$ cat config.mk
export PLATFORM = sky130hd
export DESIGN_NAME = path_normalize_allowlist_check_core_flat
export DESIGN_NICKNAME = d
export VERILOG_FILES = /design/src/sv/pnac_pkg.sv /design/src/sv/pnac_req_if.sv /design/src/sv/pnac_rsp_if.sv /design/src/sv/path_normalize_allowlist_check_core.sv /design/src/flat_wrapper.sv
export SDC_FILE = /design/constraint.sdc
export NUM_CORES = 2
export LEC_CHECK = 0
export BUFFER_PORTS_ARGS = -buffer_cell sky130_fd_sc_hd__buf_4
export CAP_MARGIN = 5
export CORE_MARGIN = 2
export CORE_UTILIZATION = 66
export DETAILED_ROUTE_END_ITERATION = 7
export PLACE_DENSITY = 0.81
export SLEW_MARGIN = 10
export SYNTH_ARGS = -nofsm -noshare
export SYNTH_HDL_FRONTEND = slang
export SYNTH_SLANG_ARGS = --single-unit
$ cat constraint.sdc
create_clock -name clock -period 16.2 [get_ports clock]
set_input_delay 3.24 -clock clock [delete_from_list [all_inputs] [get_ports clock]]
set_output_delay 3.24 -clock clock [all_outputs]
set_load 0.01 [all_outputs]
$ cat src/sv/pnac_pkg.sv
// Shared constants, codes and types for the path normalize / allowlist check core.
// No dependencies.
package pnac_pkg;

   localparam int PATH_BYTES_DEFAULT = 256;
   localparam int MAX_DEPTH_DEFAULT  = 128;

   localparam logic [7:0] SLASH = 8'h2F;
   localparam logic [7:0] DOT   = 8'h2E;

   localparam logic [63:0] FIRST_PREFIX_RESET  = 64'h0000_0000_7470_6F2F; // "/opt"
   localparam logic [63:0] SECOND_PREFIX_RESET = 64'h0000_0000_706D_742F; // "/tmp"
   localparam logic [3:0]  PREFIX_LENGTH_RESET = 4'd4;

   // Leading bytes of the normalized path kept for the prefix compare
   localparam int HEAD_BYTES = 9;
   typedef logic [HEAD_BYTES-1:0][7:0] head_type;

   localparam logic [1:0] CSR_FIRST_PREFIX         = 2'd0;
   localparam logic [1:0] CSR_FIRST_PREFIX_LENGTH  = 2'd1;
   localparam logic [1:0] CSR_SECOND_PREFIX        = 2'd2;
   localparam logic [1:0] CSR_SECOND_PREFIX_LENGTH = 2'd3;

   localparam logic [1:0] ERR_NONE     = 2'd0;
   localparam logic [1:0] ERR_NOT_ABS  = 2'd1;
   localparam logic [1:0] ERR_TOO_LONG = 2'd2;

   localparam logic [2:0] VERDICT_ALLOWED   = 3'd0;
   localparam logic [2:0] VERDICT_OUTSIDE   = 3'd3;
   localparam logic [2:0] VERDICT_IS_PREFIX = 3'd4;

endpackage

$ cat src/sv/pnac_req_if.sv
// Input channel of the path check core: one path byte per beat.
// Depends on nothing.
interface pnac_req_if;
   logic       valid;
   logic       ready;
   logic [7:0] path_char;
   logic       last_char;

   modport source (output valid, output path_char, output last_char, input ready);
   modport sink   (input valid, input path_char, input last_char, output ready);
endinterface

$ cat src/sv/pnac_rsp_if.sv
// Result channel of the path check core: one verdict beat per path.
// Depends on nothing.
interface pnac_rsp_if;
   logic       valid;
   logic       ready;
   logic [2:0] verdict;
   logic [7:0] normalized_length;

   modport source (output valid, output verdict, output normalized_length, input ready);
   modport sink   (input valid, input verdict, input normalized_length, output ready);
endinterface

$ cat src/sv/path_normalize_allowlist_check_core.sv
// Streaming lexical path normalizer with a two-entry directory allowlist.
// Uses pnac_pkg, pnac_req_if and pnac_rsp_if. Takes one path byte per cycle unless the
// result side stalls; the verdict passes the judge stage and then the output register.
// The separator stack memory reads ahead at the next top of stack each cycle.
// Synchronous reset clears the walker state and loads "/opt" and "/tmp".
module path_normalize_allowlist_check_core #(
   parameter int PATH_BYTES = pnac_pkg::PATH_BYTES_DEFAULT,
   parameter int MAX_DEPTH  = pnac_pkg::MAX_DEPTH_DEFAULT
) (
   input  logic               clock,
   input  logic               reset,
   pnac_req_if.sink           req_bus,
   pnac_rsp_if.source         rsp_bus,
   input  logic               csr_write_enable,
   input  logic [1:0]         csr_index,
   input  logic [63:0]        csr_write_data
);

   localparam int PW = $clog2(PATH_BYTES);      // write position
   localparam int CW = PW + 1;                  // component length, saturates at PATH_BYTES
   localparam int SW = PW + 2;                  // candidate end position
   localparam int DW = $clog2(MAX_DEPTH + 1);   // stack depth
   localparam int AW = $clog2(MAX_DEPTH);       // stack address
   localparam int HB = pnac_pkg::HEAD_BYTES;

   // configuration
   logic [63:0] first_prefix_ff, second_prefix_ff;
   logic [3:0]  first_len_ff, second_len_ff;

   // walker state
   logic [PW-1:0]       wp_ff, wp_in;
   logic [DW-1:0]       depth_ff, depth_in;
   logic [CW-1:0]       clen_ff, clen_in;
   logic                dots_ff, dots_in;
   logic [1:0]          err_ff, err_in;
   logic                first_ff, first_in;
   pnac_pkg::head_type  head_ff, head_in;

   // separator stack
   logic [PW-1:0] stack_mem [MAX_DEPTH];
   logic [PW-1:0] top_ff;
   logic          mem_we;
   logic [AW-1:0] mem_wa, mem_ra;
   logic [PW-1:0] mem_wd;

   // judge stage and output register
   logic               j_v_ff, j_v_in;
   logic [PW-1:0]      j_wp_ff;
   logic [1:0]         j_err_ff;
   pnac_pkg::head_type j_head_ff;
   logic               out_v_ff, out_v_in;
   logic [2:0]         out_verdict_ff;
   logic [7:0]         out_len_ff;
   logic [2:0]         verdict_c;

   logic               req_go, j_go;
   logic [PW-1:0]      step_wp;
   logic [1:0]         step_err;
   pnac_pkg::head_type step_head;

   assign j_go          = !out_v_ff || rsp_bus.ready;
   assign req_bus.ready = !j_v_ff || j_go;
   assign req_go        = req_bus.valid && req_bus.ready;

   always_ff @(posedge clock) begin
      if (reset) begin
         first_prefix_ff  <= pnac_pkg::FIRST_PREFIX_RESET;
         first_len_ff     <= pnac_pkg::PREFIX_LENGTH_RESET;
         second_prefix_ff <= pnac_pkg::SECOND_PREFIX_RESET;
         second_len_ff    <= pnac_pkg::PREFIX_LENGTH_RESET;
      end else if (csr_write_enable) begin
         unique case (csr_index)
            pnac_pkg::CSR_FIRST_PREFIX:         first_prefix_ff  <= csr_write_data;
            pnac_pkg::CSR_FIRST_PREFIX_LENGTH:  first_len_ff     <= csr_write_data[3:0];
            pnac_pkg::CSR_SECOND_PREFIX:        second_prefix_ff <= csr_write_data;
            pnac_pkg::CSR_SECOND_PREFIX_LENGTH: second_len_ff    <= csr_write_data[3:0];
            default: ;
         endcase
      end
   end

   always_comb begin
      logic [PW-1:0]      wp_v;
      logic [DW-1:0]      dp_v;
      logic [CW-1:0]      cl_v;
      logic               dots_v;
      logic [1:0]         err_v;
      pnac_pkg::head_type hd_v;
      logic [SW-1:0]      base_v, pos_v, neww_v;
      logic               fin_v;
      logic [7:0]         c;

      c      = req_bus.path_char;
      wp_v   = wp_ff;
      dp_v   = depth_ff;
      cl_v   = clen_ff;
      dots_v = dots_ff;
      err_v  = err_ff;
      hd_v   = head_ff;
      pos_v  = '0;
      fin_v  = 1'b0;
      mem_we = 1'b0;
      mem_wa = depth_ff[AW-1:0];
      mem_wd = wp_ff;
      first_in = first_ff;

      if (req_go) begin
         if (first_ff) begin
            first_in = 1'b0;
            if (c != pnac_pkg::SLASH) begin
               err_v = pnac_pkg::ERR_NOT_ABS;
            end else begin
               hd_v[0] = pnac_pkg::SLASH;
               wp_v    = PW'(1);
            end
         end else if (err_ff == pnac_pkg::ERR_NONE) begin
            if (c == pnac_pkg::SLASH) begin
               fin_v = 1'b1;
            end else begin
               // component bytes land speculatively; a later pop leaves them above the end
               base_v = SW'(wp_v) + SW'(wp_v > PW'(1));
               pos_v  = base_v + SW'(cl_v);
               for (int k = 0; k < HB; k++) begin
                  if (pos_v == SW'(k)) hd_v[k] = c;
               end
               if (cl_v < CW'(PATH_BYTES)) cl_v = cl_v + CW'(1);
               if (c != pnac_pkg::DOT) dots_v = 1'b0;
            end
         end
         if (req_bus.last_char && err_v == pnac_pkg::ERR_NONE) fin_v = 1'b1;
      end

      base_v = SW'(wp_v) + SW'(wp_v > PW'(1));
      neww_v = base_v + SW'(cl_v);
      if (fin_v) begin
         if (!(cl_v == CW'(0) || (dots_v && cl_v == CW'(1)))) begin
            if (dots_v && cl_v == CW'(2)) begin
               // parent: restore the end position saved when this level was entered
               if (dp_v != DW'(0)) begin
                  dp_v = dp_v - DW'(1);
                  wp_v = top_ff;
               end else begin
                  wp_v = PW'(1);
               end
            end else if (neww_v >= SW'(PATH_BYTES) || dp_v >= DW'(MAX_DEPTH)) begin
               err_v = pnac_pkg::ERR_TOO_LONG;
            end else begin
               mem_we = 1'b1;
               mem_wa = dp_v[AW-1:0];
               mem_wd = wp_v;
               dp_v   = dp_v + DW'(1);
               if (wp_v > PW'(1)) begin
                  for (int k = 0; k < HB; k++) begin
                     if (wp_v == PW'(k)) hd_v[k] = pnac_pkg::SLASH;
                  end
               end
               wp_v = neww_v[PW-1:0];
            end
         end
         cl_v   = CW'(0);
         dots_v = 1'b1;
      end

      step_wp   = wp_v;
      step_err  = err_v;
      step_head = hd_v;
      head_in   = hd_v;

      if (req_go && req_bus.last_char) begin
         wp_in    = PW'(0);
         depth_in = DW'(0);
         clen_in  = CW'(0);
         dots_in  = 1'b1;
         err_in   = pnac_pkg::ERR_NONE;
         first_in = 1'b1;
      end else begin
         wp_in    = wp_v;
         depth_in = dp_v;
         clen_in  = cl_v;
         dots_in  = dots_v;
         err_in   = err_v;
      end
   end

   // read ahead at the top of the next depth
   assign mem_ra = AW'(depth_in - DW'(1));

   always_ff @(posedge clock) begin
      if (mem_we) stack_mem[mem_wa] <= mem_wd;
   end

   always_ff @(posedge clock) begin
      if (mem_we && mem_wa == mem_ra) top_ff <= mem_wd;
      else                            top_ff <= stack_mem[mem_ra];
   end

   always_ff @(posedge clock) begin
      if (reset) begin
         wp_ff    <= '0;
         depth_ff <= '0;
         clen_ff  <= '0;
         dots_ff  <= 1'b1;
         err_ff   <= pnac_pkg::ERR_NONE;
         first_ff <= 1'b1;
      end else begin
         wp_ff    <= wp_in;
         depth_ff <= depth_in;
         clen_ff  <= clen_in;
         dots_ff  <= dots_in;
         err_ff   <= err_in;
         first_ff <= first_in;
      end
      head_ff <= head_in;
   end

   function automatic logic [2:0] match_prefix(input logic [63:0] prefix,
                                               input logic [3:0] plen,
                                               input pnac_pkg::head_type head,
                                               input logic [PW-1:0] wp);
      logic [3:0] n;
      logic       hit;
      logic [7:0] sb;
      logic [7:0] nb;
      logic       more;
      n   = (plen > 4'd8) ? 4'd8 : plen;
      hit = 1'b1;
      for (int i = 0; i < 8; i++) begin
         sb = (PW'(i) < wp) ? head[i] : 8'h00;
         if (4'(i) < n && sb != prefix[8*i +: 8]) hit = 1'b0;
      end
      more = PW'(n) < wp;
      nb   = more ? head[n] : 8'h00;
      if (n == 4'd0 || !hit)                    return pnac_pkg::VERDICT_OUTSIDE;
      else if (more && nb == pnac_pkg::SLASH)   return pnac_pkg::VERDICT_ALLOWED;
      else if (!more)                           return pnac_pkg::VERDICT_IS_PREFIX;
      else                                      return pnac_pkg::VERDICT_OUTSIDE;
   endfunction

   always_comb begin
      logic [2:0] v1;
      v1 = match_prefix(first_prefix_ff, first_len_ff, j_head_ff, j_wp_ff);
      if (j_err_ff != pnac_pkg::ERR_NONE)         verdict_c = 3'(j_err_ff);
      else if (v1 == pnac_pkg::VERDICT_OUTSIDE)
         verdict_c = match_prefix(second_prefix_ff, second_len_ff, j_head_ff, j_wp_ff);
      else                                         verdict_c = v1;
   end

   always_comb begin
      if (req_go && req_bus.last_char) j_v_in = 1'b1;
      else if (j_go)                   j_v_in = 1'b0;
      else                             j_v_in = j_v_ff;
      out_v_in = j_go ? j_v_ff : out_v_ff;
   end

   always_ff @(posedge clock) begin
      if (reset) begin
         j_v_ff   <= 1'b0;
         out_v_ff <= 1'b0;
      end else begin
         j_v_ff   <= j_v_in;
         out_v_ff <= out_v_in;
      end
      if (req_go && req_bus.last_char) begin
         j_wp_ff   <= step_wp;
         j_err_ff  <= step_err;
         j_head_ff <= step_head;
      end
      if (j_go && j_v_ff) begin
         out_verdict_ff <= verdict_c;
         out_len_ff     <= (j_err_ff != pnac_pkg::ERR_NONE) ? 8'h00 : 8'(j_wp_ff);
      end
   end

   assign rsp_bus.valid             = out_v_ff;
   assign rsp_bus.verdict           = out_verdict_ff;
   assign rsp_bus.normalized_length = out_len_ff;

endmodule

$ cat src/flat_wrapper.sv
// flat-port wrapper written by rule: the top's interface ports become plain ports
module path_normalize_allowlist_check_core_flat 
#(
   parameter int PATH_BYTES = pnac_pkg::PATH_BYTES_DEFAULT,
   parameter int MAX_DEPTH  = pnac_pkg::MAX_DEPTH_DEFAULT
)
  (clock, reset, csr_write_enable, csr_index, csr_write_data, req_bus_valid, req_bus_path_char, req_bus_last_char, req_bus_ready, rsp_bus_valid, rsp_bus_verdict, rsp_bus_normalized_length, rsp_bus_ready);
  pnac_req_if req_bus_i ();
  pnac_rsp_if rsp_bus_i ();
  input  logic clock;
  input  logic reset;
  input  logic csr_write_enable;
  input  logic [1:0] csr_index;
  input  logic [63:0] csr_write_data;
  input wire logic [$bits(req_bus_i.valid)-1:0] req_bus_valid;
  input wire logic [$bits(req_bus_i.path_char)-1:0] req_bus_path_char;
  input wire logic [$bits(req_bus_i.last_char)-1:0] req_bus_last_char;
  output wire logic [$bits(req_bus_i.ready)-1:0] req_bus_ready;
  output wire logic [$bits(rsp_bus_i.valid)-1:0] rsp_bus_valid;
  output wire logic [$bits(rsp_bus_i.verdict)-1:0] rsp_bus_verdict;
  output wire logic [$bits(rsp_bus_i.normalized_length)-1:0] rsp_bus_normalized_length;
  input wire logic [$bits(rsp_bus_i.ready)-1:0] rsp_bus_ready;
  assign req_bus_i.valid = req_bus_valid;
  assign req_bus_i.path_char = req_bus_path_char;
  assign req_bus_i.last_char = req_bus_last_char;
  assign req_bus_ready = req_bus_i.ready;
  assign rsp_bus_valid = rsp_bus_i.valid;
  assign rsp_bus_verdict = rsp_bus_i.verdict;
  assign rsp_bus_normalized_length = rsp_bus_i.normalized_length;
  assign rsp_bus_i.ready = rsp_bus_ready;
  path_normalize_allowlist_check_core #(.PATH_BYTES(PATH_BYTES), .MAX_DEPTH(MAX_DEPTH)) u_core (.clock(clock), .reset(reset), .req_bus(req_bus_i), .rsp_bus(rsp_bus_i), .csr_write_enable(csr_write_enable), .csr_index(csr_index), .csr_write_data(csr_write_data));
endmodule
==> results.md <==
- Async SR Flop Fraction: 0%
- Outcome: finished clean
- RePlAce Congestion: roughly 0.98
- Pins Over Slew Limit: 0
- FF-to-FF Start: u_core.rsp_bus.valid
- Post-route cell area: roughly 0.063 mm^2
- Ys flop type: edfxtp_1
- Min cycle time layout: 10.08 ns
- Total GRT Usage: a little under two fifths
- Initial cell density of the core: 66.80%
- Most common cell after layout, fill and taps aside: edfxtp_1
- Synth Area in Adders: less than 1%
- Worst Tran Pin Value: approximately 1.3 ns
- P_int: 5.594 mW
- Root buffer cell: clkbuf_16
- CP max FO: 82
- CP arrival: between 10 and 15 ns
- Layout Skew: 0.05315 ns
- Boundary pin count: 93
- Final HPWL DP: 95770 um
- Post-synthesis simple-gate area fraction: between 9 and 10%
- Die Area: 0.08882 mm^2
- DR iter-0 viols: 5188
- DRC: 0
- Final Util: 73.87%
- Row count: 107
- Post-synth EDFFs: approximately 1100
- Mapped Area: around 0.057 mm^2
- Placed Area: 0.05873 mm^2
- Total power divided by cell area: 113.7 mW/mm^2
- CTS resizes: 0
- Worst path required time: about 17 ns
- Pin count of the biggest net entering global routing: 177
- Clk network pwr share: 44.3%
- Source of the critical timing path: req_bus_path_char[6]
- Post-Syn Nets: 3781
- Clk buf depth: 3
- M1 WL: 56830 um
- P&R area growth vs syn: 10.59%
- R2r endpoint: u_core.stack_mem[8][0]
- Post-Synthesis Cells: 3666
- Highest-count cells in the layout ignoring fill and taps: 1117 x edfxtp_1, 392 x nand2_1, 340 x nor2_1
- Synth Register Bits: 1363
- Final Hold Violating Endpoints: 0
- RSZ-0062 raised after global routing: false
- Vias in the first global route: 34650
- FMAX: 99.16 MHz
- Reg power frac: 53.4%
- Hold Crit Depth: 2
- Worst Hold Class: reg -> reg
- Largest family of logic cells by synthesized area: multiplexers
- Vias post-DR: 35740
- Max_slew headroom: 14.93%
- Worst hold start: u_core.head_ff[66]
- Layout Nets: 3837
- Final Total Pwr: 7.171 mW
- Crit end category: flop
- DR pass1 iterations: 6
- H-tree depth: 4
- Drt via density: 7.185
- Die Span X: 298.0 um
- Routed WL: approximately 170000 um
- Xor-xnor portion of the synthesized cell area: 1.412%
- Core area: 0.08541 mm^2
- R2r setup slk: 8.55 ns
- Peak supply drop: roughly 160 uV
- Clock Pin Slew Worst Setup and Hold Paths: 0.06 ns
- Hold Path End: u_core.head_ff[66]
- Sink Count: 1363
- Multiplexer share of the synthesized area: between 10% and 20%
- CTS buffer count: 135
- Setup Buffers After CTS: 0
- Reg2reg path depth: 20
- Initial antenna violation count: 8
- Max cap viols: 0
- Sw frac: between 20% and 30%
- Crit start category: input pin
- P_sw: approximately 1.6 mW
- Crit path kind: in -> reg
- Complex-gate fraction of the synthesized area: between 4 and 5%
- Skew-Pair Late Insertion Delay: a little under 0.8 ns
- Share of total power in combinational logic: around 2.3%
- Total number of yosys warnings: 0
- Post-CTS Hold Buffers: 0
- TritonCTS clock tree: built
- Syn avg cell area: around 16 um^2
- WL per Instance: about 33 um
- Met2 WL: approximately 80000 um
- Die height: 298.0 um
- ANT nets after route: 0
- Setup TNS: 0 ns
- Total global routing overflow: 0
- Worst Slack Setup Final: a little over 6 ns
- Max Used Layer: met5
- Share of layout cells above drive strength 1: 18.66%
- Sequential share of the synthesized area: between 60 and 70%
- First-pass GRT wire length: around 240000 um
- Leakage: 21.88 nW
- PortBufs: 92
- Setup violations, final: 0
- Dpl ws: 5.769 ns
- Crit share post-route: 62.25%
- Met3 wire length: 17430 um
- Netlist cell types: 87
sequential cells by signal, indices dropped and copies added, names as in the netlist, 3 cells and up, named ones only:
name and count:
u_core.stack_mem 1024, u_core.head_ff 72, u_core.j_head_ff 72, u_core.first_prefix_ff 64, u_core.second_prefix_ff 64, u_core.clen_ff 9, u_core.depth_ff 8, u_core.j_wp_ff 8
u_core.rsp_bus.normalized_length 8, u_core.wp_ff 8, u_core.first_len_ff 4, u_core.second_len_ff 4, u_core.rsp_bus.verdict 3
through the flow:
| step | hold WS, ns | std cells |
|---|---|---|
| 2_1_floorplan | 0.4330 | 3666 |
| 3_3_place_gp | 0.4441 | 4729 |
| 3_5_place_dp | 0.4577 | 4729 |
| 4_1_cts | 0.4747 | 4971 |
| 5_1_grt | 0.4910 | 4972 |
| 6_report | 0.4714 | 4974 |
metal layers:
layer / vias to the layer above / global-route usage (%)
li1: 14420 / -
met1: 17870 / 48.77
met2: 2817 / 60.99
met3: 632 / 8.007
met4: 10 / 22.19
met5: - / 0
kinds of logic after synthesis:
family,Yosys count
simple gates,1083
flops,1363
mux,419
fa+ha+maj,36
compound gates,427
xor+xnor,92
buf+inv,246
synthesized netlist by cell type (all sizes together), types with 33 or more instances:
cell,count,area share [%]
buf,48,0.36
o21ai,78,0.68
ha,33,0.72
a31oi,54,0.59
nand3,50,0.44
mux4,337,13
mux2i,69,1.2
dfxtp,246,8.6
xnor2,78,1.2
nor2,341,2.2
a21oi,144,1.3
nand2,392,2.6
inv,36,0.24
edfxtp,1117,59
nand3b,44,0.58
clkbuf,162,1.1
nor4bb,46,0.81
final cells by class:
cell class | count | area, um^2
fillers | 4813 | 22320
inverters | 36 | 136.4
clock buffers | 171 | 3647
multi-input cells | 2057 | 17680
repair buffers | 129 | 993.5
well taps | 1144 | 1431
flip-flops and latches | 1363 | 38480
clock inverters | 71 | 715.7
diodes | 3 | 7.507
worst max-delay path: stages:
cell and delay (ns):
buf_4 0.15, or4b_1 0.66, nor2_1 0.27, and4_1 0.62, nor2_1 0.19, inv_1 0.17, ha_1 0.20, ha_1 0.22
nand3_1 0.11, xor2_1 0.19, nor2_1 0.08, ha_1 0.38, o21ai_0 0.16, o211ai_1 0.23, and3_1 0.20, a21o_1 0.19
nand2_1 0.26, nor2_1 0.87, nand2_1 0.49, nand2b_4 0.62, buf_4 0.91
worst max-delay path by stage:
stage                                          to  slack, ns
after floorplan            u_core.stack_mem[0][0]       6.74
after global placement    u_core.stack_mem[42][0]       5.96
after detailed placement  u_core.stack_mem[16][0]       5.77
after CTS                  u_core.stack_mem[8][0]       6.31
after global routing       u_core.stack_mem[8][0]       5.62
final                      u_core.stack_mem[8][0]       6.12
power by group through the flow:
stage	Combinational (mW)	Sequential, mW	Clock [mW]
after floorplan	0.117	3.88	0
after global placement	0.160	3.90	0
after detailed placement	0.165	3.90	0
after CTS	0.166	3.83	3.17
after global routing	0.183	3.83	3.29
final	0.168	3.83	3.17
(Power assumes the default switching activity.)
